$ cat src/hdl/rsdz_pkg.sv
`timescale 1ns / 1ps
// ----------------------------------------------------------------------------
// rsdz_pkg
// Shared types and constants for the radial stick dead zone core.
// ----------------------------------------------------------------------------
package rsdz_pkg;

	localparam int SQRT_STEPS  = 16;
	localparam int REMAP_STEPS = 14;
	localparam int AXIS_STEPS  = 15;

	// pipeline stage numbers, counted from the accepting edge
	localparam int STG_SUM  = 2;
	localparam int STG_POST = STG_SUM + SQRT_STEPS + 1;
	localparam int STG_MUL  = STG_POST + REMAP_STEPS + 1;
	localparam int STG_LAST = STG_MUL + AXIS_STEPS;
	localparam int LATENCY  = STG_LAST + 1;

	localparam logic [14:0] FULL_SCALE = 15'd16384;

	localparam logic [1:0] REG_INNER = 2'd0;
	localparam logic [1:0] REG_OUTER = 2'd1;

	typedef struct packed {
		logic [31:0] sum;
		logic [16:0] rem;
		logic [15:0] root;
	} sqrt_t;

	typedef struct packed {
		logic [16:0] rem;
		logic [15:0] dvs;
		logic [14:0] feed;
		logic [14:0] quo;
	} div_t;

	typedef struct packed {
		logic        neg_x;
		logic        neg_y;
		logic [15:0] ax;
		logic [15:0] ay;
		logic [15:0] mag;
		logic        dead;
		logic        sat;
	} meta_t;

endpackage

$ cat src/hdl/rsdz_div_cell.sv
`timescale 1ns / 1ps
// ----------------------------------------------------------------------------
// rsdz_div_cell
// One quotient bit of a restoring divider; registered hand-off.
// ----------------------------------------------------------------------------
module rsdz_div_cell
	import rsdz_pkg::*;
(
	input  logic clk,
	input  div_t d,
	output div_t q
);

	logic [16:0] r2;
	logic        ge;

	always_comb begin
		r2 = {d.rem[15:0], d.feed[14]};
		ge = (r2 >= {1'b0, d.dvs});
	end

	always_ff @(posedge clk) begin
		q.rem  <= ge ? (r2 - {1'b0, d.dvs}) : r2;
		q.dvs  <= d.dvs;
		q.feed <= {d.feed[13:0], 1'b0};
		q.quo  <= {d.quo[13:0], ge};
	end

endmodule

$ cat config.mk
export PLATFORM = sky130hd
export DESIGN_NAME = rsdz_div_cell
export DESIGN_NICKNAME = d
export VERILOG_FILES = /design/src/hdl/rsdz_pkg.sv /design/src/hdl/rsdz_div_cell.sv
export SDC_FILE = /design/constraint.sdc
export NUM_CORES = 1
export LEC_CHECK = 0
export BUFFER_PORTS_ARGS = -buffer_cell sky130_fd_sc_hd__buf_2
export CAP_MARGIN = 25
export CORE_MARGIN = 8
export CORE_UTILIZATION = 47
export DETAILED_ROUTE_END_ITERATION = 10
export GPL_TIMING_DRIVEN = 0
export PLACE_DENSITY = 0.84
export SETUP_SLACK_MARGIN = 0.5
export SLEW_MARGIN = 20
export SYNTH_ARGS = -nofsm -noshare
export SYNTH_HDL_FRONTEND = slang
export SYNTH_SLANG_ARGS = --single-unit
$ cat constraint.sdc
create_clock -name clk -period 4.38 [get_ports clk]
set_input_delay 0.876 -clock clk [delete_from_list [all_inputs] [get_ports clk]]
set_output_delay 0.876 -clock clk [all_outputs]
set_load 0.05 [all_outputs]
==> flow_summary_export.csv <==
group,metric,value,unit
hold_path,min_path_cells,1,
run_status,outcome,"complete, no violations",
global_route,grt_first_pass_wirelength,9.41,mm
yosys,ys_types,36,
route,first_pass_iters,4,
finish,drive_above_1_share,48.2,%
yosys,postSynth.asyncResetShare,0,%
finish,max_flop_register,"q",
power_and_ir_drop,ir_worst_vdd,0.312,mV
die,fp-row-count,25,
global_route,grt_pass1_vias,1997,
setup_path,crit_path_start_kind,"primary input",
sta,relSlewSlack,64.6,%
finish,largest_register_ff_count,62,
die,dieArea,7440,sq um
clock_tree,path_clk_slew,0.07,ns
die,pin_count,127,
power_and_ir_drop,power_density,472,nW/um^2
sta,rsz0062_at_grt,"no",
finish,diodes,0,
die,start_util,48.8,%
setup_path,cp.depth,11,
yosys,syn_inst,201,
job,drv_cap,0,
die,die_w,86.3,um
yosys,ys.flop_type,"dfxtp_1",
yosys,synth_fp_nets,282,
clock_tree,numCtsBuffers,9,
global_route,antenna_found_initial,0,
setup_path,worst_setup_path_end_kind,"register",
hold_path,min_path_type,"primary input to register",
clock_tree,cts_buffer_depth,2,
die,die_y,86.3,um
route,vias_per_cell,4.72,
finish,syn_to_final_growth,37.3,%
clock_tree,postCtsSetupBuffers,0,
yosys,synthesis.area,2320,sq um
yosys,yosys.area.top_type,"dfxtp_1",
setup_path,worst_ep_required_time,4.61,ns
sta,tns,0,ns
setup_path,worst_path_dominant_cell_family,"compound AO/OA/AOI/OAI gates",
clock_tree,h-tree-depth,3,
route,drt_iter0_drc,64,
clock_tree,cts_sinks,62,
route,num_vias,1920,
global_route,grt-ovfl-total,0,
yosys,synth_top_area_share,53.5,%
finish,reg_top3,"q (62)",
yosys,ys_ff_latch,62,
finish,fin_area,3190,sq um
route,ant_nets,0,
placed_design,hpwl,5.09,mm
sta,hold-worst-slack,0.637,ns
sta,hold_viol,0,
hold_path,hold-path-endpoint,"q[8]$_DFF_P_",
power_and_ir_drop,switching_share,35.9,%
sta,worst_slew_pin_slew,0.528,ns
placed_design,numPortBuffers,123,
power_and_ir_drop,internal-power,0.964,mW
setup_path,critPathBufInv,2,
finish,final_util,67.0,%
placed_design,routabilityCongestion,0.835,
yosys,synth-edff-count,0,
route,wl_per_cell,15.2,um
route,drcViolationCount,0,
setup_path,arrival,3.17,ns
route,wirelength,6.20,mm
yosys,synth_area_leaders,"dfxtp_1 (54%), ha_1 (8.6%), mux2_2 (3.9%)",
power_and_ir_drop,p_sw,0.539,mW
clock_tree,cts-root-buf,"clkbuf_8",
clock_tree,cts_tree,"yes",
sta,drv_slew,0,
finish,finalNetCount,416,
setup_path,cp_cell_sequence,"buf_2 > inv_1 > ha_1 > fa_1 > nor2b_1 > o2111ai_1 > a31oi_1 > o2bb2ai_1 > a21oi_1 > xnor2_1 > mux2_4",
setup_path,critical_path.max_fanout,5,
sta,max_freq,340,MHz
global_route,track_usage,16.4,%
power_and_ir_drop,clkPwrFrac,27.7,%
yosys,ys_seq_area_share,53.5,%
power_and_ir_drop,power,1.50,mW
setup_path,crit_slowest_cell,"a31oi_1",
power_and_ir_drop,power_frac_comb,30.4,%
sta,period_minus_slack,2.94,ns
yosys,yosysWarnings,0,
sta,setup_violations,0,
finish,fillers,395,
clock_tree,cts_hold_buffers,0,
sta,period_share,67.2,%
hold_path,hold_start,"d[7]",
power_and_ir_drop,power_frac_seq,41.9,%
placed_design,place_area,3020,sq um
die,core_area,4750,sq um
setup_path,critPathKind,"primary input to register",
global_route,grt_max_degree,12,
setup_path,critical_path.max_stage_delay,0.50,ns
clock_tree,cts_resized,0,
power_and_ir_drop,leakage,1.65,nW
yosys,syn_area_per_cell,11.5,sq um
[routing by layer]
layer / vias up / GRT usage, % / wire length (um)
li1: 952 / - / -
met1: 869 / 14.6 / 2240
met2: 90 / 30.7 / 3180
met3: 9 / 8.70 / 721
met4: 0 / 5.95 / 58
met5: - / 0 / 0
[cell type report]
cell class | instances | area [sq um] | share of cell area (%)
plain buffers | 2 | 27.5 | 0.864
clock buffers | 10 | 128 | 4.01
clock inverters | 6 | 38.8 | 1.22
inverters | 22 | 82.6 | 2.59
multi-input cells | 115 | 968 | 30.4
flip-flops and latches | 62 | 1240 | 39.0
well taps | 67 | 83.8 | 2.63
repair buffers | 123 | 616 | 19.3
[power groups by stage]
stage	clock network [mW]	registers (mW)	logic, mW
floorplan	0	0.841	0.147
global placement	0	0.641	0.451
detailed placement	0	0.643	0.459
CTS	0.430	0.631	0.461
global route	0.451	0.635	0.485
finish	0.416	0.630	0.457
[Yosys cell counts, types with 2 or more instances]
library cell and instances:
a21o_2 4, dfxtp_1 62, and3_2 2, nand2_1 8
a21oi_1 10, xnor2_1 8, mux2_4 6, inv_1 22
nand3_1 2, o21a_1 4, a31oi_1 3, mux2_2 8
a21o_1 5, xor2_1 5, o21ai_0 7, ha_1 16
a21oi_4 2, o2bb2ai_1 2, and3_1 2, nor2_1 7
[through the flow]
| step | std cells | setup WS, ns |
|---|---|---|
| after global routing | 407 | 1.30 |
| final | 407 | 1.44 |
| after floorplan | 201 | 1.51 |
| after CTS | 407 | 1.43 |
| after detailed placement | 391 | 1.08 |
| after global placement | 391 | 1.16 |
[worst max-delay path by stage]
stage / from / to / slack [ns]
CTS: d[29] / q[60]$_DFF_P_ / 1.43
detailed placement: d[29] / q[60]$_DFF_P_ / 1.08
global route: d[29] / q[60]$_DFF_P_ / 1.30
global placement: d[34] / q[56]$_DFF_P_ / 1.16
floorplan: d[34] / q[56]$_DFF_P_ / 1.51
finish: d[29] / q[60]$_DFF_P_ / 1.44
[cells in the final DEF, fill, tap and decap left out, drive strengths merged, types with 7 or more instances in the layout]
cell	count
mux2	14
inv	22
o21ai	8
dfxtp	62
a21oi	12
a21o	9
nor2	7
ha	16
clkbuf	10
nand2	8
xnor2	8
buf	125
[logic make-up (layout without fill, tap and decap cells)]
| logic type | after synthesis | after routing | share of synthesized area (%) |
|---|---|---|---|
| adders and majority gates | 17 | 17 | 9.49 |
| AOI/OAI and AO/OA | 44 | 44 | 13.8 |
| muxes | 15 | 15 | 8.20 |
| DFF | 62 | 62 | 53.5 |
| buffers and inverters | 24 | 163 | 4.75 |
| xor gates and xnor gates | 13 | 13 | 4.91 |
| other | 1 | 1 | 0.162 |
| and+or+nand+nor | 25 | 25 | 5.18 |
(Power assumes the default switching activity.)
