## config.mk

```make
export PLATFORM = sky130hd
export DESIGN_NAME = rsdz_sqrt_cell
export DESIGN_NICKNAME = d
export VERILOG_FILES = /design/src/hdl/rsdz_pkg.sv /design/src/hdl/rsdz_sqrt_cell.sv
export SDC_FILE = /design/constraint.sdc
export NUM_CORES = 1
export LEC_CHECK = 0
export BUFFER_PORTS_ARGS = -buffer_cell sky130_fd_sc_hd__buf_2
export CAP_MARGIN = 20
export CORE_MARGIN = 10
export CORE_UTILIZATION = 47
export CTS_CLUSTER_SIZE = 8
export DETAILED_ROUTE_END_ITERATION = 12
export PLACE_DENSITY = 0.9
export RECOVER_POWER = 50
export SLEW_MARGIN = 20
export SYNTH_ARGS = -nofsm -noshare
export SYNTH_HDL_FRONTEND = slang
export SYNTH_SLANG_ARGS = --single-unit
```

## constraint.sdc

```tcl
create_clock -name clk -period 7.4 [get_ports clk]
set_input_delay 1.48 -clock clk [delete_from_list [all_inputs] [get_ports clk]]
set_output_delay 1.48 -clock clk [all_outputs]
set_load 0.01 [all_outputs]
```

## src/hdl/rsdz_pkg.sv

```systemverilog
`timescale 1ns / 1ps
// ----------------------------------------------------------------------------
// rsdz_pkg
// Shared types and constants for the radial stick dead zone core.
// ----------------------------------------------------------------------------
package rsdz_pkg;

	localparam int SQRT_STEPS  = 16;
	localparam int REMAP_STEPS = 14;
	localparam int AXIS_STEPS  = 15;

	// pipeline stage numbers, counted from the accepting edge
	localparam int STG_SUM  = 2;
	localparam int STG_POST = STG_SUM + SQRT_STEPS + 1;
	localparam int STG_MUL  = STG_POST + REMAP_STEPS + 1;
	localparam int STG_LAST = STG_MUL + AXIS_STEPS;
	localparam int LATENCY  = STG_LAST + 1;

	localparam logic [14:0] FULL_SCALE = 15'd16384;

	localparam logic [1:0] REG_INNER = 2'd0;
	localparam logic [1:0] REG_OUTER = 2'd1;

	typedef struct packed {
		logic [31:0] sum;
		logic [16:0] rem;
		logic [15:0] root;
	} sqrt_t;

	typedef struct packed {
		logic [16:0] rem;
		logic [15:0] dvs;
		logic [14:0] feed;
		logic [14:0] quo;
	} div_t;

	typedef struct packed {
		logic        neg_x;
		logic        neg_y;
		logic [15:0] ax;
		logic [15:0] ay;
		logic [15:0] mag;
		logic        dead;
		logic        sat;
	} meta_t;

endpackage

```

## src/hdl/rsdz_sqrt_cell.sv

```systemverilog
`timescale 1ns / 1ps
// ----------------------------------------------------------------------------
// rsdz_sqrt_cell
// One digit of a restoring integer square root; registered hand-off.
// ----------------------------------------------------------------------------
module rsdz_sqrt_cell
	import rsdz_pkg::*;
(
	input  logic  clk,
	input  sqrt_t d,
	output sqrt_t q
);

	logic [18:0] r2;
	logic [18:0] trial;
	logic        ge;
	logic [18:0] sub;

	always_comb begin
		r2    = {d.rem, d.sum[31:30]};
		trial = {1'b0, d.root, 2'b01};
		ge    = (r2 >= trial);
		sub   = r2 - trial;
	end

	always_ff @(posedge clk) begin
		q.sum  <= {d.sum[29:0], 2'b00};
		q.rem  <= ge ? sub[16:0] : r2[16:0];
		q.root <= {d.root[14:0], ge};
	end

endmodule

```

==> results of run 1 <==
cells in the mapped netlist (all sizes together), types with 2 or more instances:
master / n
dfxtp: 63
inv: 21
ha: 18
a21oi: 15
mux2: 15
nor2: 10
o21ai: 8
xnor2: 8
nand2: 6
xor2: 6
a21o: 4
a211oi: 3
buf: 3
or3: 3
a21boi: 2
a311o: 2
and2: 2
and3: 2
mux2i: 2
nand4: 2
o211ai: 2
o21a: 2
o21bai: 2
worst paths after layout:
check	from	endpoint	slack, ns	cells after the start
max	d[8]	q[32]	3.80	9
min	d[58]	q[60]	1.24	1
logic make-up after synthesis:
| kind of cell | Yosys count |
|---|---|
| XOR/XNOR | 14 |
| AND/OR/NAND/NOR | 31 |
| AO/OA/AOI/OAI | 46 |
| flip-flops | 63 |
| multiplexers | 17 |
| adder cells (fa/ha/maj) | 18 |
| other | 1 |
| buffers and inverters | 24 |
stage by stage:
| stage | cells | hold WS (ns) |
|---|---|---|
| after detailed placement | 410 | 1.584 |
| after CTS | 426 | 1.228 |
| after global routing | 426 | 1.222 |
| after floorplan | 215 | 1.508 |
| final | 426 | 1.243 |
| after global placement | 410 | 1.582 |
cells in the final DEF (no fill, tap or decap), drive strengths merged, types with 3 or more instances in the layout:
cell and instances:
nand2 6, inv 21, xor2 6, mux2 15, buf 105, xnor2 8
a21oi 15, or3 3, a211oi 3, clkinv 3, ha 18, o21ai 8
clkinvlp 3, clkbuf 33, a21o 4, nor2 10, dfxtp 63
cell type report:
| type | count | area (sq um) |
|---|---|---|
| Tap cell | 70 | 87.58 |
| Timing Repair Buffer | 128 | 611.8 |
| Sequential cell | 63 | 1261 |
| Inverter | 21 | 78.83 |
| Fill cell | 435 | 1799 |
| Clock inverter | 6 | 37.54 |
| Clock buffer | 10 | 127.6 |
| Multi-Input combinational cell | 128 | 1039 |
routing by layer:
layer,global-route usage,vias up,routed length [microns]
li1,-,1014,-
met1,0.1367,896,2298
met2,0.2618,84,3168
met3,0.08230,9,759
met4,0.05875,0,86
met5,0,-,0
worst max-delay path, stage by stage:
cell and delay [ns]:
clkbuf_1 0.09, inv_1 0.05, ha_1 0.37, a21oi_2 0.18, o21ai_1 0.10, a311o_1 0.35, a21o_1 0.21, a21boi_4 0.58
mux2_2 0.41
power by group:
group / total (mW) / internal, mW / switching, mW
Clock: 0.252 / 0.119 / 0.132
Combinational: 0.171 / 0.0831 / 0.0881
Sequential: 0.379 / 0.372 / 0.00743
Total: 0.802 / 0.575 / 0.228
==> flow_metrics.env, run 1 <==
export IMPL_grt_pass1_vias=2164
export IMPL_drc=0
export IMPL_clock_sinks=63
export IMPL_critPathLaunchType="primary input"
export IMPL_num_rows=26
export IMPL_power_density_nw_per_um2=247.4
export IMPL_cts_made_buffers=9
export IMPL_start_util=0.4779
export IMPL_synthAdderAreaFrac=0.09346
export IMPL_ant_nets=0
export IMPL_port_buffers=128
export IMPL_worst_pin_slew_ns=0.6887
export IMPL_boundaryPins=131
export IMPL_yosysTopAreaCell="dfxtp_1"
export IMPL_core_area_sq_um=5042
export IMPL_utilization=0.6432
export IMPL_synth_area_leaders="dfxtp_1 (52%), ha_1 (9.3%), mux2_2 (4.2%)"
export IMPL_required_ns=7.62
export IMPL_yosys_area_share_simple=0.06438
export IMPL_post_route_min_period_ns=3.599
export IMPL_netlist_instances=214
export IMPL_synth_edf_count=0
export IMPL_status="finished clean"
export IMPL_cts_hold_buf=0
export IMPL_max_slew_margin=0.5397
export IMPL_wl_per_cell_microns=14.82
export IMPL_die_y_microns=91.61
export IMPL_crit_arrival_ns=3.82
export IMPL_synthArstFlopShare=0
export IMPL_fmaxAchievable_mhz=277.8
export IMPL_wl_microns=6313
export IMPL_syn_to_final_growth_pct=34.58
export IMPL_grt_max_degree=18
export IMPL_crit_type="in2reg"
export IMPL_p_leak_nw=1.618
export IMPL_top_register="q"
export IMPL_rsz0062_at_grt="no"
export IMPL_dieArea_sq_um=8391
export IMPL_ys_warn_count=0
export IMPL_largest_reg_flops=63
export IMPL_worstHoldPathType="in2reg"
export IMPL_timing_final_ws_setup_ns=3.801
export IMPL_synth_cell_types=41
export IMPL_cts_tree="built"
export IMPL_avgSynthCellArea_sq_um=11.26
export IMPL_seq_area_frac_synth=0.5234
export IMPL_placed_area_sq_um=3107
export IMPL_grt_overflow=0
export IMPL_antenna_found_initial=0
export IMPL_syn_cell_area_sq_um=2410
export IMPL_max_clock_path_buffers=2
export IMPL_max_vdd_ir_drop_mv=0.1290
export IMPL_critPathCaptureType="flop"
export IMPL_muxShareOfSynthArea=0.08775
export IMPL_synth_compound_area_frac=0.1314
export IMPL_layout_nets=435
export IMPL_drv_cap=0
export IMPL_cts_root_buf="clkbuf_8"
export IMPL_fin_tns_setup_ns=0
export IMPL_grt_total_usage=0.1473
export IMPL_hold_violations=0
export IMPL_synth_top_family_by_area="compound AO/OA/AOI/OAI gates"
export IMPL_dp_slack_ns=3.437
export IMPL_post_cts_buffers=0
export IMPL_drt_initial_drc_count=51
export IMPL_slew_viol_final=0
export IMPL_clk_pin_slew_worst_paths_ns=0.07
export IMPL_htreeDepth=3
export IMPL_hpwlAfterDp_microns=5194
export IMPL_diodes=0
export IMPL_finalSetupViolCount=0
export IMPL_synth_xor_area_frac=0.05088
export IMPL_grt_pass1_wl_microns=9956
export IMPL_synth_flop_cell="dfxtp_1"
export IMPL_die_x_microns=91.61
export IMPL_finalCritPeriodShare=0.4864
export IMPL_cts_repair_resized=0
export IMPL_design_area_sq_um=3243
export IMPL_layout_drive_gt1_share=0.3876
export IMPL_worst_path_max_fanout=17
export IMPL_synth_top_area_frac=0.5234
export IMPL_via_per_inst=4.702
export IMPL_gp_congestion=0.8367
export IMPL_num_vias=2003
export IMPL_top_regs="q (63)"
export IMPL_drt_pass1_iter_count=4
export IMPL_ys_ff_latch=63
export IMPL_finalPower_uw=802.5
Note: power is estimated with default switching activity, not from simulation.
==> run 2, diff against run 1 <==
ABC_AREA = 1   (was unset)
CORE_UTILIZATION = 42   (was 47)
PLACE_DENSITY = 0.82   (was 0.9)
clock period = 3 ns   (was 7.4 ns; I/O delays follow)
==> run 2 against run 1 <==
  * Cell count rose by 35%
  * Die area rose by 24%
  * Flip-flop and latch count did not move
  * Cell area rose by 14%
  * Utilization fell by 6.9 points
  * Critical path depth rose by 2
  * Via count rose by 31%
  * Highest routed layer unchanged
==> flow_metrics.env, run 2 <==
export IMPL_p_sw_uw=617.5
export IMPL_p_int_mw=1.522
export IMPL_critPathLaunch="d[9]"
export IMPL_yosysTopAreaCell="dfxtp_1"
export IMPL_slew_viol_final=0
export IMPL_clockPowerShare=0.346
export IMPL_start_util=0.4395
export IMPL_netlist_instances=360
export IMPL_wl_per_cell_microns=13.68
export IMPL_antenna_found_initial=0
export IMPL_max_vdd_ir_drop_mv=0.2069
export IMPL_drt_initial_drc_count=60
export IMPL_hp_start="d[49]"
export IMPL_cts_root_buf="clkbuf_8"
export IMPL_diodes=0
export IMPL_syn_to_final_growth_pct=30.72
export IMPL_clock_sinks=63
export IMPL_synthTopCellsByCount="nand2_1 (116), dfxtp_1 (63), inv_1 (62)"
export IMPL_post_cts_buffers=0
export IMPL_htreeDepth=3
export IMPL_fin_tns_setup_ns=0
export IMPL_fmaxAchievable_mhz=506.6
export IMPL_yosysMostFrequentCell="nand2_1"
export IMPL_drt_pass1_iter_count=4
export IMPL_crit_type="in2reg"
export IMPL_layout_nets=580
export IMPL_grt_max_degree=19
export IMPL_synth_cell_types=25
export IMPL_synth_top_area_frac=0.4468
export IMPL_critical_path_top_delay_family="simple AND/OR/NAND/NOR gates"
export IMPL_required_ns=3.23
export IMPL_worst_path_max_fanout=18
export IMPL_grt_total_usage=0.1503
export IMPL_avgSynthCellArea_sq_um=7.841
export IMPL_grt_overflow=0
export IMPL_ys_warn_count=0
export IMPL_synth_edf_count=0
export IMPL_num_vias=2621
export IMPL_finalCritPeriodShare=0.6580
export IMPL_top_register="q"
export IMPL_largest_reg_flops=63
export IMPL_crit_path_top_delay_cell="ha_1"
export IMPL_wl_microns=7893
export IMPL_rsz0062_at_grt="no"
export IMPL_cp_cell_sequence="clkbuf_1 > inv_1 > ha_1 > nand2_2 > nor2_4 > nand2_2 > o21bai_4 > nor2_4 > nand2_8 > nand2_1 > nand2_1"
export IMPL_crit_buf_inv=2
export IMPL_critPathMaxStageDelay_ns=0.36
export IMPL_seq_power_share=0.434
export IMPL_final_common_cell="nand2_1"
export IMPL_top_regs="q (63)"
export IMPL_die_y_microns=102.0
export IMPL_worstHoldPathType="in2reg"
export IMPL_dieArea_sq_um=10400
export IMPL_grt_pass1_wl_microns=12280
export IMPL_cts_made_buffers=9
export IMPL_clk_pin_slew_worst_paths_ns=0.06
export IMPL_post_route_min_period_ns=1.974
export IMPL_port_buffers=128
export IMPL_finalPower_mw=2.139
export IMPL_grt_pass1_vias=2642
export IMPL_swShare=0.2886
export IMPL_finalSetupViolCount=0
export IMPL_ys_ff_latch=63
export IMPL_power_density_nw_per_um2=579.8
export IMPL_cts_hold_buf=0
export IMPL_hold_violations=0
export IMPL_hpwlAfterDp_microns=6447
export IMPL_synth_area_leaders="dfxtp_1 (45%), nand2_1 (15%), inv_1 (8.2%)"
export IMPL_die_x_microns=102.0
export IMPL_core_area_sq_um=6422
export IMPL_cts_repair_resized=0
export IMPL_seq_area_frac_synth=0.4468
export IMPL_layout_drive_gt1_share=0.3100
export IMPL_synthArstFlopShare=0
export IMPL_multi_input_area_sq_um=1267
export IMPL_num_rows=29
export IMPL_cts_tree="built"
export IMPL_status="finished clean"
export IMPL_critPathCaptureType="flop"
export IMPL_via_per_inst=4.542
export IMPL_drc=0
export IMPL_synth_flop_cell="dfxtp_1"
export IMPL_ant_nets=0
export IMPL_p_leak_nw=2.121
export IMPL_gp_congestion=0.8754
export IMPL_drv_cap=0
export IMPL_syn_cell_area_sq_um=2823
export IMPL_final_cell_mix="nand2_1 (116), buf_2 (105), dfxtp_1 (63), inv_1 (62), nand3_1 (30)"
export IMPL_critPathLaunchType="primary input"
export IMPL_regArea_sq_um=1261
export IMPL_comb_power_share=0.219
export IMPL_boundaryPins=131
export IMPL_max_clock_path_buffers=2
export IMPL_crit_arrival_ns=2.20
export IMPL_nFillCells=632
## run 2: area by class of cell
type / count / area share
clock inverter: 3 / 0.01153
sequential: 63 / 0.3418
inverter: 66 / 0.06714
timing repair buffer: 129 / 0.1679
multi-input combinational: 227 / 0.3435
tap: 77 / 0.02611
clock buffer: 12 / 0.04205
## run 2: power by group through the flow
stage | Clock (mW) | Combinational [mW] | Sequential [mW]
6_report | 0.741 | 0.469 | 0.929
4_1_cts | 0.762 | 0.481 | 0.929
2_1_floorplan | 0 | 0.260 | 0.993
3_3_place_gp | 0 | 0.470 | 0.949
3_5_place_dp | 0 | 0.479 | 0.947
5_1_grt | 0.796 | 0.534 | 0.939
## run 2: cells by family after synthesis
family,Yosys count,share of synthesized area
fa+ha+maj,18,0.07979
xor+xnor,7,0.02172
buf+inv,71,0.1055
flops,63,0.4468
compound gates,13,0.02926
other cells,1,0.001329
simple gates,187,0.3156
## run 2: through the flow
step / instances / hold WS [ns] / area [sq um] / worst slack, ns / utilization
final: 577 / 0.3676 / 3690 / 1.026 / 0.5745
after detailed placement: 562 / 0.7041 / 3521 / 0.6937 / 0.5482
after global routing: 577 / 0.3509 / 3690 / 0.8783 / 0.5745
after CTS: 577 / 0.3487 / 3719 / 1.055 / 0.5790
after global placement: 562 / 0.7024 / 3521 / 0.7394 / 0.5482
after floorplan: 361 / 0.6277 / 2826 / 1.043 / -
## run 2: routing by layer
metal	track usage	share of wire	vias to the layer above
met2	0.2504	0.45	128
met1	0.1721	0.43	1126
li1	-	-	1359
met5	0	0	-
met3	0.05061	0.11	8
met4	0.06508	0.016	0
## run 2: worst paths after layout
check	to	slack, ns	cells after the start
setup / recovery	q[25]	1.03	11
hold / removal	q[51]	0.37	1
==> run 3, diff against run 2 <==
CORE_UTILIZATION = 46   (was 42)
PLACE_DENSITY = 0.85   (was 0.82)
clock period = 2 ns   (was 3 ns; I/O delays follow)
==> run 3 against run 2 <==
  * Clock power grew 29%
  * Hold slack got worse by 0.21 ns
  * Flip-flop and latch count stayed put
  * Critical path type unchanged
  * Critical endpoint is now q[29]
==> flow_metrics.env, run 3 (synthesis results as in run 2) <==
export IMPL_boundaryPins=131
export IMPL_finalCritPeriodShare=0.8528
export IMPL_antenna_found_initial=0
export IMPL_finalSetupViolCount=0
export IMPL_worstHoldPathType="in2reg"
export IMPL_fmaxAchievable_mhz=586.3
export IMPL_grt_overflow=0
export IMPL_clk_pin_slew_worst_paths_ns=0.07
export IMPL_drt_pass1_iter_count=4
export IMPL_rsz0062_at_grt="no"
export IMPL_hp_start="d[50]"
export IMPL_drv_cap=0
export IMPL_critPathLaunchType="primary input"
export IMPL_final_common_cell="nand2_1"
export IMPL_dieArea_sq_um=9670
export IMPL_num_vias=2742
export IMPL_diodes=0
export IMPL_cts_tree="built"
export IMPL_layout_drive_gt1_share=0.3365
export IMPL_cts_root_buf="clkbuf_8"
export IMPL_status="finished clean"
export IMPL_worst_path_max_fanout=18
export IMPL_largest_reg_flops=63
export IMPL_post_route_min_period_ns=1.706
export IMPL_grt_pass1_wl_microns=13480
export IMPL_endpoint="q[29]"
export IMPL_wl_microns=8317
export IMPL_drt_initial_drc_count=124
export IMPL_layout_nets=603
export IMPL_drc=0
export IMPL_crit_arrival_ns=1.94
export IMPL_max_vdd_ir_drop_mv=0.5249
export IMPL_htreeDepth=3
export IMPL_critPathCaptureType="flop"
export IMPL_design_area_sq_um=3824
export IMPL_core_area_sq_um=5956
export IMPL_die_x_microns=98.34
export IMPL_cts_repair_resized=0
export IMPL_via_per_inst=4.585
export IMPL_port_buffers=128
export IMPL_placed_area_sq_um=3661
export IMPL_slew_viol_final=0
export IMPL_required_ns=2.23
export IMPL_p_leak_nw=2.211
export IMPL_num_rows=28
export IMPL_critPathLaunch="d[4]"
export IMPL_hpwlAfterDp_microns=6739
export IMPL_start_util=0.4739
export IMPL_die_y_microns=98.34
export IMPL_grt_pass1_vias=2776
export IMPL_grt_total_usage=0.1713
export IMPL_top_register="q"
export IMPL_utilization=0.6420
export IMPL_cts_made_buffers=9
export IMPL_hold_violations=0
export IMPL_syn_to_final_growth_pct=35.46
export IMPL_top_regs="q (63)"
export IMPL_gp_congestion=0.8368
export IMPL_grt_max_degree=19
export IMPL_max_clock_path_buffers=2
export IMPL_power_density_nw_per_um2=816.8
export IMPL_crit_type="in2reg"
export IMPL_ant_nets=0
export IMPL_clock_sinks=63
export IMPL_wl_per_cell_microns=13.91
export IMPL_final_cell_mix="nand2_1 (116), buf_2 (103), dfxtp_1 (63), inv_1 (62), nand3_1 (30)"
run 3: power breakdown:
group,total [mW],internal [mW],switching (mW)
registers,1.40,1.37,0.0262
logic,0.774,0.324,0.450
clock network,0.953,0.470,0.483
total,3.12,2.16,0.959
run 3: how the worst min path moves through the flow:
| stage | endpoint | slack [ns] | cells past startpoint |
|---|---|---|---|
| 6_report | q[52] | 0.16 | 1 |
| 4_1_cts | q[52] | 0.14 | 1 |
| 2_1_floorplan | q[10] | 0.43 | 0 |
| 3_5_place_dp | q[53] | 0.50 | 1 |
| 3_3_place_gp | q[52] | 0.50 | 1 |
| 5_1_grt | q[49] | 0.14 | 1 |
run 3: layout make-up:
type	instances	area, sq um
multi-input cells	227	1267
repair buffers	152	789.5
well taps	75	93.84
fillers	546	2132
clock buffers	11	141.4
flip-flops and latches	63	1261
inverters	66	247.7
clock inverters	4	22.52
run 3: what timing repair did:
| item | 4_1_cts | 5_1_grt |
|---|---|---|
| buffers inserted | 0 | 4 |
| hold buffers | 0 | 0 |
| setup endpoints to repair | 0 | 5 |
run 3: metal layers:
metal | vias up | part of all wire | track usage
li1 | 1410 | - | -
met1 | 1204 | 0.42 | 0.1803
met2 | 118 | 0.48 | 0.2935
met3 | 10 | 0.090 | 0.07047
met4 | 0 | 0.016 | 0.07497
met5 | - | 0 | 0
run 3: through the flow:
stage                     TNS, ns  cells  hold WS (ns)  setup WS, ns  power, mW
after floorplan                 0    361        0.4277        0.2427      1.880
after global placement     -2.587    579        0.5024       -0.1700      2.174
after detailed placement   -3.879    579        0.5039       -0.2456      2.198
after CTS                       0    594        0.1418        0.1296      3.153
after global routing            0    598        0.1359        0.1209      3.304
final                           0    598        0.1561        0.2944      3.123
run 3: worst max-delay path, stage by stage:
cell	delay, ns
buf_2	0.09
inv_1	0.04
ha_1	0.31
buf_4	0.15
nand2_2	0.09
inv_2	0.05
nand2_1	0.06
nand2_1	0.05
nand2_1	0.11
nand3_4	0.11
nand2_8	0.17
nand2_8	0.15
nand2_1	0.10
nand2_1	0.05
